## src/c2e_pkg.sv

```systemverilog
`timescale 1ns / 1ps

package c2e_pkg;

	// micro-rotations per pass, clamped to the arctangent table
	localparam int ANGLE_ITERATIONS = 16;
	localparam int TABLE_LEN        = 24;
	localparam int N_CELLS          = (ANGLE_ITERATIONS > TABLE_LEN) ? TABLE_LEN
	                                                                 : ANGLE_ITERATIONS;
	localparam int IDX_W            = $clog2(TABLE_LEN);

	// vector legs: input lsb scaled by 2^16, headroom for two cordic gains
	localparam int LEG_W = 40;
	// angles in 2^-32 turn, signed, covering the half-turn start plus the table sum
	localparam int ANG_W = 34;

	localparam int COORD_W = 16;
	localparam int FRAC_W  = 16;
	localparam int GUARD_BITS = 16;
	localparam int GAIN_W  = 32;
	localparam int PROD_W  = COORD_W + GAIN_W;
	// product is y * K * 2^30, legs want y * K * 2^16
	localparam int GAIN_SHIFT = 30 - GUARD_BITS;

	// cordic gain in q30
	localparam logic signed [GAIN_W-1:0] GAIN_Q30 = 32'sd1768195363;

	localparam logic signed [ANG_W-1:0] HALF_TURN    = ANG_W'(64'sd2147483648);
	localparam logic signed [ANG_W:0]   QUARTER_TURN = (ANG_W+1)'(64'sd1073741824);

	typedef logic [IDX_W-1:0] idx_t;
	typedef logic signed [LEG_W-1:0] leg_t;
	typedef logic signed [ANG_W-1:0] ang_t;

	// payload carried from cell to cell
	typedef struct packed {
		leg_t              a;
		leg_t              b;
		ang_t              ang;
		logic              skip;
		leg_t              yk;
		logic [FRAC_W-1:0] u;
	} cell_data_t;

	// atan(2^-i) in units of 2^-32 turn
	function automatic logic [31:0] atan_turn(input idx_t idx);
		logic [31:0] r;
		case (idx)
			idx_t'(0):  r = 32'd536870912;
			idx_t'(1):  r = 32'd316933406;
			idx_t'(2):  r = 32'd167458907;
			idx_t'(3):  r = 32'd85004756;
			idx_t'(4):  r = 32'd42667331;
			idx_t'(5):  r = 32'd21354465;
			idx_t'(6):  r = 32'd10679838;
			idx_t'(7):  r = 32'd5340245;
			idx_t'(8):  r = 32'd2670163;
			idx_t'(9):  r = 32'd1335087;
			idx_t'(10): r = 32'd667544;
			idx_t'(11): r = 32'd333772;
			idx_t'(12): r = 32'd166886;
			idx_t'(13): r = 32'd83443;
			idx_t'(14): r = 32'd41722;
			idx_t'(15): r = 32'd20861;
			idx_t'(16): r = 32'd10430;
			idx_t'(17): r = 32'd5215;
			idx_t'(18): r = 32'd2608;
			idx_t'(19): r = 32'd1304;
			idx_t'(20): r = 32'd652;
			idx_t'(21): r = 32'd326;
			idx_t'(22): r = 32'd163;
			idx_t'(23): r = 32'd81;
			default:    r = 32'd0;
		endcase
		return r;
	endfunction

endpackage

```

## src/c2e_round.sv

```systemverilog
`timescale 1ns / 1ps

module c2e_round (
	input  logic                        clk,
	input  logic                        arst_n,
	input  logic                        in_valid,
	output logic                        in_ready,
	input  c2e_pkg::cell_data_t         in_data,
	output logic                        out_valid,
	input  logic                        out_ready,
	output logic [c2e_pkg::FRAC_W-1:0]  u_frac,
	output logic [c2e_pkg::FRAC_W-1:0]  v_frac
);

	logic                            valid_q;
	logic [c2e_pkg::FRAC_W-1:0]      u_q;
	logic [c2e_pkg::FRAC_W-1:0]      v_q;
	logic [c2e_pkg::FRAC_W-1:0]      v_nxt;
	logic signed [c2e_pkg::ANG_W:0]  vv;
	logic signed [c2e_pkg::ANG_W:0]  vr;
	logic [c2e_pkg::ANG_W-15:0]      vq;

	// latitude plus quarter turn, round to a half-turn fraction, clamp
	always_comb begin
		vv = $signed({in_data.ang[c2e_pkg::ANG_W-1], in_data.ang}) + c2e_pkg::QUARTER_TURN;
		vr = vv + (c2e_pkg::ANG_W+1)'(16'h4000);
		vq = vr[c2e_pkg::ANG_W:15];
		if (vv[c2e_pkg::ANG_W]) begin
			v_nxt = '0;
		end else if (|vq[c2e_pkg::ANG_W-15:c2e_pkg::FRAC_W]) begin
			v_nxt = '1;
		end else begin
			v_nxt = vq[c2e_pkg::FRAC_W-1:0];
		end
	end

	assign in_ready = !valid_q || out_ready;

	// output register
	always_ff @(posedge clk or negedge arst_n) begin
		if (!arst_n) begin
			valid_q <= 1'b0;
		end else if (in_ready) begin
			valid_q <= in_valid;
		end
	end

	always_ff @(posedge clk) begin
		if (in_ready && in_valid) begin
			u_q <= in_data.u;
			v_q <= v_nxt;
		end
	end

	assign out_valid = valid_q;
	assign u_frac    = u_q;
	assign v_frac    = v_q;

endmodule

```

## config.mk

```make
export PLATFORM = sky130hd
export DESIGN_NAME = c2e_round
export DESIGN_NICKNAME = d
export VERILOG_FILES = /design/src/c2e_pkg.sv /design/src/c2e_round.sv
export SDC_FILE = /design/constraint.sdc
export NUM_CORES = 1
export LEC_CHECK = 0
export BUFFER_PORTS_ARGS = -buffer_cell sky130_fd_sc_hd__buf_2
export CORE_MARGIN = 10
export CORE_UTILIZATION = 32
export CTS_CLUSTER_SIZE = 28
export DETAILED_ROUTE_END_ITERATION = 10
export HOLD_SLACK_MARGIN = 0.08
export PLACE_DENSITY = 0.89
export SLEW_MARGIN = 30
export SYNTH_ARGS = -nofsm -noshare
export SYNTH_HDL_FRONTEND = slang
export SYNTH_SLANG_ARGS = --single-unit
```

## constraint.sdc

```tcl
create_clock -name clk -period 1.9 [get_ports clk]
set_input_delay 0.095 -clock clk [delete_from_list [all_inputs] [get_ports clk]]
set_output_delay 0.095 -clock clk [all_outputs]
set_load 0.01 [all_outputs]
```

## Yosys cells after proc, flatten, opt, wreduce, memory -nomap -nowiden

Index checks and enable logic that the tools add are counted.

| storage, ports and cells | value |
|---|---|
| bits of input ports | 175 |
| logic and storage cells | 10 |
| output and inout bits | 34 |
| flip-flop bits (word level) | 33 |

| operators by class | value |
|---|---|
| reductions and logical operators | 4 |
| muxes and demuxes | 1 |
| add/sub/neg operators | 2 |

Operators by type and width:

| cell | number |
|---|---|
| 34-bit by 32-bit adder with 35-bit output (second input constant) | 1 |
| 35-bit by 15-bit adder with 35-bit output (second input constant) | 1 |
| 16-bit 2-to-1 mux | 1 |
| 4-bit OR reduction | 1 |
| 1-bit logical AND | 1 |
| 1-bit zero test | 1 |
| 1-bit logical OR | 1 |

## Depth between registers and ports, before layout

Gate-level depths: netlist of run 1.

| logic depth | value |
|---|---|
| depth in word-level cells | 4 |
| mapped depth | 7 |
| depth with buffers taken out | 6 |

## Least setup slack after synthesis of run 1

OpenSTA, ideal clock, no wires.

| path | value |
|---|---|
| kind | reg-to-reg |
| start point | reg valid_q, in the netlist out_valid |
| end point | reg u_q (netlist bit u_frac[0]), enable pin |
| path buffers | 0 |
| stages on the path, launching flop included | 3 |
| library setup time | 392 ps |
| data required time | 1508 ps |
| period minus slack after synthesis | 1780 ps |
| arrival | 1388 ps |
| path slack | 120 ps |
| cell sequence | dfrtp_1 -> nand2b_1 -> and2_1 |

| on the way | value |
|---|---|
| word-level cells in the longest chain between the ends | 3 |

Ends and longest elaborated chain:

| what | RTL line | text |
|---|---|---|
| start: declaration | c2e_round.sv:15 | `logic valid_q;` |
| start signal: assignment | c2e_round.sv:44 | `valid_q <= in_valid;` |
| 1-bit zero test | c2e_round.sv:37 | `assign in_ready = !valid_q \|\| out_ready;` |
| 1-bit logical OR | c2e_round.sv:37 |  |
| via in_ready | c2e_round.sv:7 | `output logic in_ready,` |
| 1-bit logical AND | c2e_round.sv:49 | `if (in_ready && in_valid) begin` |
| end signal: assignment | c2e_round.sv:50 | `u_q <= in_data.u;` |
| end: declaration | c2e_round.sv:16 | `logic [c2e_pkg::FRAC_W-1:0] u_q;` |

The timed path passes the listed nets, and every way through them passes these cells.
A chain may end at the register's enable or synchronous reset.

## Worst setup path after layout of run 1

| path | value |
|---|---|
| start point | in in_data[71] in the netlist's numbering |
| end point | reg v_q (netlist bit v_frac[0]) (data pin) |

| on the way | value |
|---|---|
| word-level cells in the longest chain between the ends | 4 |

Ends and longest elaborated chain:

| what | RTL line | text |
|---|---|---|
| start: declaration | c2e_round.sv:8 | `input c2e_pkg::cell_data_t in_data,` |
| 34-bit by 32-bit adder with 35-bit output * | c2e_round.sv:25 | `vv = $signed({in_data.ang[c2e_pkg::ANG_W-1], in_data.ang}) + c2e_pkg::QUARTER_TURN;` |
| 35-bit by 15-bit adder with 35-bit output | c2e_round.sv:26 | `vr = vv + (c2e_pkg::ANG_W+1)'(16'h4000);` |
| 4-bit OR reduction | c2e_round.sv:30 | `end else if (\|vq[c2e_pkg::ANG_W-15:c2e_pkg::FRAC_W]) begin` |
| 16-bit 2-to-1 mux | c2e_round.sv:30 |  |
| end signal: assignment | c2e_round.sv:51 | `v_q <= v_nxt;` |
| end: declaration | c2e_round.sv:17 | `logic [c2e_pkg::FRAC_W-1:0] v_q;` |

Every way passes the cells marked *; elsewhere a longest branch is shown, timed or not.

==> impl_metrics.env, run 1 <==
export IMPL_clock_skew_final_ps=2.23
export IMPL_die_area_mm2=0.00837
export IMPL_worst_slew_pin_transition_ps=388
export IMPL_netlist_area_mm2=0.00164
export IMPL_dr_pass1_iters=4
export IMPL_status="complete, no violations"
export IMPL_synthDistinctLibCells=33
export IMPL_vdd_ir_drop_max_v=0.000262
export IMPL_crit_path_frequent_cell="buf_4"
export IMPL_cp_required_ps=2010
export IMPL_finalCritPeriodShare=0.840
export IMPL_tns_ps=0
export IMPL_utilization=0.492
export IMPL_worstSkewPairLatency_ps=280
export IMPL_wl_per_cell_um=15.7
export IMPL_root_buffer="clkbuf_8"
export IMPL_cp_start_kind="primary input"
export IMPL_via_per_inst=4.77
export IMPL_min_path_type="primary input to async pin"
export IMPL_fp_dieW_um=91.5
export IMPL_drv_cap=0
export IMPL_rsz0062_at_grt="false"
export IMPL_swShare=0.244
export IMPL_cp_end_kind="register"
export IMPL_intPower_uw=1240
export IMPL_cpMaxStageDelayCell="nor3_1"
export IMPL_grt_util_all_layers=0.106
export IMPL_path_max_fanout=10
export IMPL_maxSlewHeadroom=0.742
export IMPL_yosys_warnings=0
export IMPL_comb_power_share=0.181
export IMPL_clockBufferDepth=2
export IMPL_pwr_share_clk=0.291
export IMPL_post_cts_resized=0
export IMPL_synth_edf_count=32
export IMPL_netlist_instances=121
export IMPL_power_uw=1640
export IMPL_vias=1382
export IMPL_regArea_um2=986
export IMPL_crit_chain="buf_2, ha_1, nand4_1, nor3_1, buf_4, and4_4, a211oi_4, buf_4, a31oi_1"
export IMPL_fmaxAchievable_mhz=627
export IMPL_async_flop_share=0.0303
export IMPL_setup_violations=0
export IMPL_p_per_area_mw_per_mm2=688
export IMPL_start_util=0.337
export IMPL_ys_seq_area_frac=0.603
export IMPL_cts_clk_slew_worst_paths_ps=60
export IMPL_antenna_found_initial=0
export IMPL_placementRows=25
export IMPL_maxSlewViolCount=0
export IMPL_leakage_uw=0.000993
export IMPL_nets=400
export IMPL_cts_buffers_inserted=5
export IMPL_synth_seq_cells=33
export IMPL_multi_input_area_um2=611
export IMPL_p_seq_frac=0.527
export IMPL_drc=0
export IMPL_crit_type="primary input to register"
export IMPL_critPathArrivalTime_ps=1710
export IMPL_synth_ff_type="edfxtp_1"
export IMPL_wirelength_um=4540
export IMPL_core_area_mm2=0.00485
export IMPL_grt_max_degree=33
export IMPL_grt_pass1_vias=1470
export IMPL_drive_gt1_frac=0.422
export IMPL_htreeDepth=2
export IMPL_diodes=0
export IMPL_min_period_ps=1600
export IMPL_io_buffer_count=73
export IMPL_timing_final_hold_violations=0
export IMPL_cts_tree="built"
export IMPL_drt_iter0_markers=41
export IMPL_dpl_hpwl_um=3600
export IMPL_nFillCells=452
export IMPL_io_pins=209
export IMPL_gr_total_overflow=0
export IMPL_switchingPower_uw=400
export IMPL_syn_nets=299
export IMPL_avgSynthCellArea_um2=13.5
export IMPL_grt_pass1_wl_um=6980
export IMPL_die_h_um=91.5
export IMPL_area_growth_pct=45.8
export IMPL_gp_congestion=0.835
export IMPL_critical_path_max_stage_delay_ps=280
export IMPL_ant_nets=0
export IMPL_clock_sinks=33
-- cells in the final DEF (no fill, tap or decap), drive strengths merged, types with 2 or more instances in the layout --
cell type / count
buf: 80
edfxtp: 32
dlygate4sd3: 18
a31oi: 17
xor2: 9
nand3: 8
xnor2: 8
nand4: 6
nand2: 5
clkbuf: 5
nor2: 5
inv: 3
ha: 3
and3: 3
clkinv: 3
nand2b: 2
nor2b: 2
nor3: 2
and4: 2
-- per-stage QoR --
stage	hold slack, ps	setup slack, ps	cell area, um2	cells
floorplan	-201	120	1640	121
global placement	-125	62.1	2120	264
detailed placement	-127	24.4	2120	264
CTS	106	324	2380	290
global route	105	239	2380	290
finish	112	305	2380	290
-- timing repair --
item                      CTS  global route
hold buffers               18             0
hold endpoints to repair   18             0
setup buffers               0             0
-- flip-flops by register name, summed over array words and instances (netlist names) --
signal	count
u_frac	16
v_frac	16
out_valid	1
-- cell type report --
cell class | instances | share of cell area
sequential | 33 | 0.414
multi-input combinational | 81 | 0.256
timing repair buffer | 98 | 0.256
tap | 67 | 0.0352
clock buffer | 5 | 0.0289
clock inverter | 3 | 0.00525
inverter | 3 | 0.00472
-- cells by family (layout without fill, tap and decap cells) --
logic type               count (synthesis)  in the layout  synth area share
AND/OR/NAND/NOR                         38             38             0.142
flip-flops                              33             33             0.603
AO/OA/AOI/OAI                           23             23             0.112
XOR/XNOR                                17             17            0.0956
buffers and inverters                    7            109            0.0237
adder cells (fa/ha/maj)                  3              3            0.0230
-- power by group through the flow --
| stage | Clock, uW | Sequential [uW] | Combinational [uW] |
|---|---|---|---|
| finish | 478 | 865 | 298 |
| global route | 527 | 869 | 326 |
| CTS | 499 | 865 | 301 |
| detailed placement | 0 | 878 | 272 |
| global placement | 0 | 879 | 262 |
| floorplan | 0 | 903 | 107 |
-- synthesized netlist by cell type (all sizes together) (2+ instances only) --
library cell / number / share of area
a31oi: 17 / 0.065
and3: 3 / 0.015
and4: 2 / 0.012
buf: 3 / 0.015
edfxtp: 32 / 0.59
ha: 3 / 0.023
inv: 3 / 0.0069
nand2: 5 / 0.011
nand2b: 2 / 0.0076
nand3: 8 / 0.024
nand4: 6 / 0.023
nor2: 5 / 0.013
nor2b: 2 / 0.0076
nor3: 2 / 0.0061
xnor2: 8 / 0.047
xor2: 9 / 0.048
-- worst paths after layout --
path | from | to | slack (ps) | cells past startpoint
max | in_data[71] | v_frac[0] | 300 | 9
min | arst_n | out_valid | 110 | 2
max reg2reg | out_valid | u_frac[9] | 590 | 3
min reg2reg | out_valid | out_valid | 540 | 2
max in group asynchronous | arst_n | out_valid | 1700 | 2
min in group clk | out_ready | out_valid | 120 | 3
-- critical path: cells and delay by family --
| family | cells | cell delay, ps |
|---|---|---|
| AOI/OAI and AO/OA | 2 | 250 |
| and+or+nand+nor | 3 | 690 |
| adders and majority gates | 1 | 210 |
| buffers and inverters | 3 | 450 |
-- layer usage --
layer / vias up / part of all wire / track usage
met4: 0 / 0.020 / 0.0509
met1: 631 / 0.39 / 0.112
li1: 668 / - / -
met3: 9 / 0.15 / 0.0650
met5: - / 0 / 0
met2: 74 / 0.43 / 0.165
Power figures use the tool's default switching activity.
==> run 2, diff against run 1 <==
Settings changed: ABC_AREA set to 1, CORE_UTILIZATION 32 to 31, PLACE_DENSITY 0.89 to 0.85.
Clock period 1.9 ns to 1.3 ns, I/O delays scaled along.
==> run 2 against run 1 <==
The run now ends with setup timing left. Worst hold slack got worse by 4.0 ps. Final area increased by 32%. Synthesized cell count is 68% higher. Setup slack worse by 500 ps. Register-to-register slack worse by 390 ps. Critical path type unchanged. Highest routed layer unchanged.
==> impl_metrics.env, run 2 <==
export IMPL_die_h_um=98.6
export IMPL_syn_nets=381
export IMPL_fmaxAchievable_mhz=670
export IMPL_synthTopCellsByCount="nand2_1 (50), edfxtp_1 (32), inv_1 (32)"
export IMPL_placementRows=28
export IMPL_clock_sinks=33
export IMPL_vdd_ir_drop_max_v=0.000624
export IMPL_crit_path_frequent_cell="nand2_2"
export IMPL_fin_ws_ps=-193
export IMPL_yosysTopAreaCell="edfxtp_1"
export IMPL_hold_path_end="out_valid"
export IMPL_drv_cap=0
export IMPL_cts_buffers_inserted=5
export IMPL_drive_gt1_frac=0.480
export IMPL_synthDistinctLibCells=21
export IMPL_post_route_cell_area_mm2=0.00315
export IMPL_leakage_uw=0.00147
export IMPL_async_flop_share=0.0303
export IMPL_wirelength_um=5620
export IMPL_drc=0
export IMPL_yosys_cell_count_top_type="nand2_1"
export IMPL_wl_per_cell_um=13.3
export IMPL_htreeDepth=2
export IMPL_ff2ff_setup_slack_ps=200
export IMPL_dpl_hpwl_um=4180
export IMPL_nets=525
export IMPL_p_per_area_mw_per_mm2=884
export IMPL_place_area_mm2=0.00273
export IMPL_rr_worst_depth=2
export IMPL_worstSetupStartpoint="in_data[88]"
export IMPL_cts_clk_slew_worst_paths_ps=60
export IMPL_synth_seq_cells=33
export IMPL_crit_type="primary input to register"
export IMPL_grt_max_degree=24
export IMPL_start_util=0.322
export IMPL_diodes=0
export IMPL_core_area_mm2=0.00596
export IMPL_grt_pass1_vias=1993
export IMPL_cp_start_kind="primary input"
export IMPL_status="finished, violations left"
export IMPL_dr_pass1_iters=4
export IMPL_r2r_start="out_valid"
export IMPL_critPathArrivalTime_ps=1530
export IMPL_io_pins=209
export IMPL_via_per_inst=4.41
export IMPL_synth_ff_type="edfxtp_1"
export IMPL_maxSlewViolCount=0
export IMPL_io_buffer_count=73
export IMPL_vias=1866
export IMPL_violations="setup timing"
export IMPL_clock_skew_final_ps=2.79
export IMPL_grt_util_all_layers=0.112
export IMPL_avgSynthCellArea_um2=9.44
export IMPL_grt_pass1_wl_um=9290
export IMPL_netlist_area_mm2=0.00192
export IMPL_area_growth_pct=64.1
export IMPL_netlist_instances=203
export IMPL_cp_required_ps=1340
export IMPL_nFillCells=532
export IMPL_clockBufferDepth=2
export IMPL_yosys_warnings=0
export IMPL_timing_final_hold_violations=0
export IMPL_cpMaxStageDelayCell="ha_4"
export IMPL_worstSkewPairLatency_ps=270
export IMPL_gp_congestion=0.899
export IMPL_synthTopCellsByArea="edfxtp_1 (50%), nand2_1 (9.8%), inv_1 (6.3%), nand3_2 (5.2%), xor2_1 (5.0%)"
export IMPL_drt_iter0_markers=79
export IMPL_ys_seq_area_frac=0.514
export IMPL_finalCritPeriodShare=1.15
export IMPL_ant_nets=0
export IMPL_layout_common_cells="buf_2 (70), nand2_1 (46), buf_4 (43), inv_1 (32), edfxtp_1 (32)"
export IMPL_rsz0062_at_grt="true"
export IMPL_cts_tree="built"
export IMPL_critical_path_max_stage_delay_ps=150
export IMPL_min_period_ps=1490
export IMPL_cp_end_kind="register"
export IMPL_crit_chain="buf_8, ha_4, nand2_2, inv_2, nor2_4, nand2_2, nor2_2, nand3_1, nand2_1, nand2_2, nor2_4, buf_6, buf_12, nand3_2, nand2_1, inv_1"
export IMPL_utilization=0.528
export IMPL_min_path_type="primary input to register"
export IMPL_dp_cells=389
export IMPL_yosys_area_top_type_share=0.501
export IMPL_antenna_found_initial=0
export IMPL_die_area_mm2=0.00973
export IMPL_final_common_cell="buf_2"
export IMPL_hold_ws_ps=108
export IMPL_gr_total_overflow=0
export IMPL_regToRegEndpoint="v_frac[14]"
export IMPL_hold_start="out_ready"
export IMPL_instances_no_fill=423
export IMPL_root_buffer="clkbuf_8"
export IMPL_fp_dieW_um=98.6
export IMPL_setup_violations=16
export IMPL_maxSlewHeadroom=0.830
export IMPL_synth_edf_count=32
export IMPL_path_max_fanout=5
export IMPL_worst_slew_pin_transition_ps=254
export IMPL_hold_depth=4
export IMPL_post_place_ws_ps=-464
run 2: through the flow:
step | setup TNS (ps) | total power [uW]
after global placement | -6200 | 1810
after CTS | -859 | 2820
final | -2230 | 2780
after floorplan | -7050 | 1540
after global routing | -3790 | 2930
after detailed placement | -6870 | 1820
run 2: cell type report:
cell class,count,area [um2],share of cell area
Timing Repair Buffer,140,987,0.314
Clock buffer,6,72.6,0.0231
Clock inverter,2,33.8,0.0107
Multi-Input combinational cell,131,837,0.266
Inverter,36,135,0.0430
Sequential cell,33,986,0.313
Tap cell,75,93.8,0.0298
run 2: worst max-delay path by stage:
stage,to,cells after the start,slack (ps)
finish,v_frac[1],16,-190
floorplan,v_frac[3],14,-210
detailed placement,v_frac[13],15,-460
global route,v_frac[1],16,-290
CTS,v_frac[1],16,-90
global placement,v_frac[1],14,-410
run 2: metal layers:
metal / GRT usage / up-vias / part of all wire
li1: - / 929 / -
met1: 0.135 / 851 / 0.42
met2: 0.185 / 82 / 0.48
met3: 0.0405 / 4 / 0.097
met4: 0.0331 / 0 / 0.0050
met5: 0 / - / 0
run 2: power breakdown:
part           switching (uW)  total, uW  internal, uW  leakage [uW]
Clock                     324        889           565     0.0000528
Combinational             317        625           309       0.00110
Sequential               20.4       1270          1250      0.000314
run 2: cells by family after synthesis:
| family | share of synthesized area |
|---|---|
| buffers and inverters | 0.0927 |
| adders and majority gates | 0.0196 |
| AOI/OAI and AO/OA | 0.00261 |
| and+or+nand+nor | 0.302 |
| DFF | 0.514 |
| xor gates and xnor gates | 0.0685 |
run 2: critical path, delay by kind of cell:
| kind | cells | cell delay [ps] |
|---|---|---|
| adders and majority gates | 1 | 150 |
| buffers and inverters | 5 | 420 |
| and+or+nand+nor | 10 | 880 |
run 2: repair_timing:
action | in CTS | in global routing
hold buffers | 19 | 0
endpoints found under the hold margin | 18 | 0
cloned | 1 | 0
resized for setup | 15 | 4
setup buffers | 6 | 1
setup endpoints to repair | 16 | 16
pin swaps | 13 | 5
==> run 3, diff against run 2 <==
Settings changed: RECOVER_POWER set to 50.
==> run 3 against run 2 <==
Critical path depth is the same. Count of clock-buffer cells in the layout did not move. The run still ends with setup timing left. Global-route usage unchanged. Clock skew about the same. Worst hold slack better by 0.74 ps. Sequential power about the same. Final cell count unchanged. Register-to-register slack about the same.
==> impl_metrics.env, run 3 (same netlist as run 2, synthesis figures left out) <==
export IMPL_status="finished, violations left"
export IMPL_violations="setup timing"
export IMPL_rsz0062_at_grt="true"
export IMPL_tns_ps=-2240
export IMPL_crit_buf_inv=5
export IMPL_drv_cap=0
export IMPL_drive_gt1_frac=0.411
export IMPL_layout_common_cells="nand2_1 (46), buf_2 (46), buf_4 (43), inv_1 (32), edfxtp_1 (32)"
export IMPL_worstSkewPairLatency_ps=270
export IMPL_p_per_area_mw_per_mm2=889
export IMPL_fmaxAchievable_mhz=671
export IMPL_place_area_mm2=0.00273
export IMPL_cts_clk_slew_worst_paths_ps=60
export IMPL_area_growth_pct=62.5
export IMPL_wl_per_cell_um=13.4
export IMPL_r2r_start="out_valid"
export IMPL_crit_path_frequent_cell="nand2_2"
export IMPL_core_area_mm2=0.00596
export IMPL_vias=1862
export IMPL_leakage_uw=0.00140
export IMPL_switchingPower_uw=663
export IMPL_cp_start_kind="primary input"
export IMPL_io_pins=209
export IMPL_grt_pass1_vias=1993
export IMPL_fp_dieW_um=98.6
export IMPL_utilization=0.523
export IMPL_hold_ws_ps=108
export IMPL_cp_top_family="simple AND/OR/NAND/NOR gates"
export IMPL_worst_slew_pin_transition_ps=247
export IMPL_critPathArrivalTime_ps=1530
export IMPL_via_per_inst=4.40
export IMPL_hold_start="out_ready"
export IMPL_diodes=0
export IMPL_clockBufferDepth=2
export IMPL_min_path_type="primary input to register"
export IMPL_rr_worst_depth=2
export IMPL_die_h_um=98.6
export IMPL_placementRows=28
export IMPL_maxSlewHeadroom=0.835
export IMPL_comb_power_share=0.222
export IMPL_intPower_uw=2110
export IMPL_nets=525
export IMPL_finalCritPeriodShare=1.15
export IMPL_crit_type="primary input to register"
export IMPL_path_max_fanout=5
export IMPL_ff2ff_setup_slack_ps=190
export IMPL_setup_violations=16
export IMPL_io_buffer_count=73
export IMPL_cpMaxStageDelayCell="ha_4"
export IMPL_cp_required_ps=1340
export IMPL_pwr_share_clk=0.321
export IMPL_grt_max_degree=24
export IMPL_drc=0
export IMPL_hold_depth=4
export IMPL_gr_total_overflow=0
export IMPL_cts_buffers_inserted=5
export IMPL_dr_pass1_iters=4
export IMPL_cp_end_kind="register"
export IMPL_clock_skew_final_ps=3.15
export IMPL_gp_congestion=0.899
export IMPL_dpl_hpwl_um=4180
export IMPL_p_seq_frac=0.458
export IMPL_cts_tree="built"
export IMPL_crit_chain="buf_8, ha_4, nand2_2, inv_2, nor2_4, nand2_2, nor2_2, nand3_1, nand2_1, nand2_2, nor2_4, buf_6, buf_12, nand3_2, nand2_1, inv_1"
export IMPL_grt_util_all_layers=0.112
export IMPL_htreeDepth=2
export IMPL_nFillCells=545
export IMPL_regToRegEndpoint="v_frac[14]"
export IMPL_grt_pass1_wl_um=9290
export IMPL_start_util=0.322
export IMPL_vdd_ir_drop_max_v=0.000624
export IMPL_drt_iter0_markers=81
export IMPL_critical_path_max_stage_delay_ps=150
export IMPL_post_route_cell_area_mm2=0.00312
export IMPL_root_buffer="clkbuf_8"
export IMPL_ant_nets=0
export IMPL_hold_path_end="out_valid"
export IMPL_wirelength_um=5650
export IMPL_antenna_found_initial=0
export IMPL_clock_sinks=33
export IMPL_maxSlewViolCount=0
export IMPL_swShare=0.239
export IMPL_fin_ws_ps=-191
export IMPL_timing_final_hold_violations=0
export IMPL_min_period_ps=1490
export IMPL_die_area_mm2=0.00973
run 3: cell count changes in the layout (fill, tap and decap cells not counted):
cell	delta
clkbuf_1	+24
buf_2	-24
run 3: repair_timing:
item	4_1_cts	5_1_grt
endpoints found under the setup margin	16	16
gates resized for setup	15	4
gates cloned	1	0
endpoints found under the hold margin	18	0
pin swaps	13	5
hold buffers	19	0
buffers inserted	6	1
run 3: tightest hold or removal path, delay by kind of cell:
family	cells	cell delay, ps
and+or+nand+nor	2	130
buffers and inverters	2	150
run 3: power groups by stage:
| stage | combinational, uW | sequential (uW) | clock, uW |
|---|---|---|---|
| after floorplan | 226 | 1320 | 0 |
| after global placement | 523 | 1290 | 0 |
| after detailed placement | 539 | 1290 | 0 |
| after CTS | 628 | 1260 | 925 |
| after global routing | 674 | 1270 | 975 |
| final | 614 | 1270 | 889 |
run 3: worst max-delay path by stage:
| stage | startpoint | endpoint | slack [ps] | depth (start not counted) |
|---|---|---|---|---|
| 6_report | in_data[88] | v_frac[1] | -190 | 16 |
| 3_3_place_gp | in_data[87] | v_frac[1] | -410 | 14 |
| 2_1_floorplan | in_data[87] | v_frac[3] | -210 | 14 |
| 5_1_grt | in_data[88] | v_frac[1] | -290 | 16 |
| 3_5_place_dp | in_data[88] | v_frac[13] | -460 | 15 |
| 4_1_cts | in_data[88] | v_frac[1] | -90 | 16 |
run 3: cell type report:
| cell class | instances | area (um2) | share of cell area |
|---|---|---|---|
| Tap cell | 75 | 93.8 | 0.0301 |
| Inverter | 36 | 135 | 0.0434 |
| Sequential cell | 33 | 986 | 0.316 |
| Multi-Input combinational cell | 131 | 837 | 0.269 |
| Clock inverter | 2 | 33.8 | 0.0108 |
| Clock buffer | 6 | 72.6 | 0.0233 |
| Timing Repair Buffer | 140 | 957 | 0.307 |
run 3: layer usage:
| metal | track usage | wire length, um | vias up |
|---|---|---|---|
| met5 | 0 | 0 | - |
| met4 | 0.0331 | 28 | 0 |
| met3 | 0.0405 | 467 | 4 |
| met2 | 0.185 | 2680 | 78 |
| met1 | 0.135 | 2470 | 852 |
| li1 | - | - | 928 |
run 3: stage by stage:
stage | total power (uW) | cells | setup slack [ps]
after floorplan | 1540 | 203 | -214
after global routing | 2920 | 423 | -290
after global placement | 1810 | 389 | -411
after detailed placement | 1820 | 389 | -464
final | 2770 | 423 | -191
after CTS | 2820 | 423 | -91.4
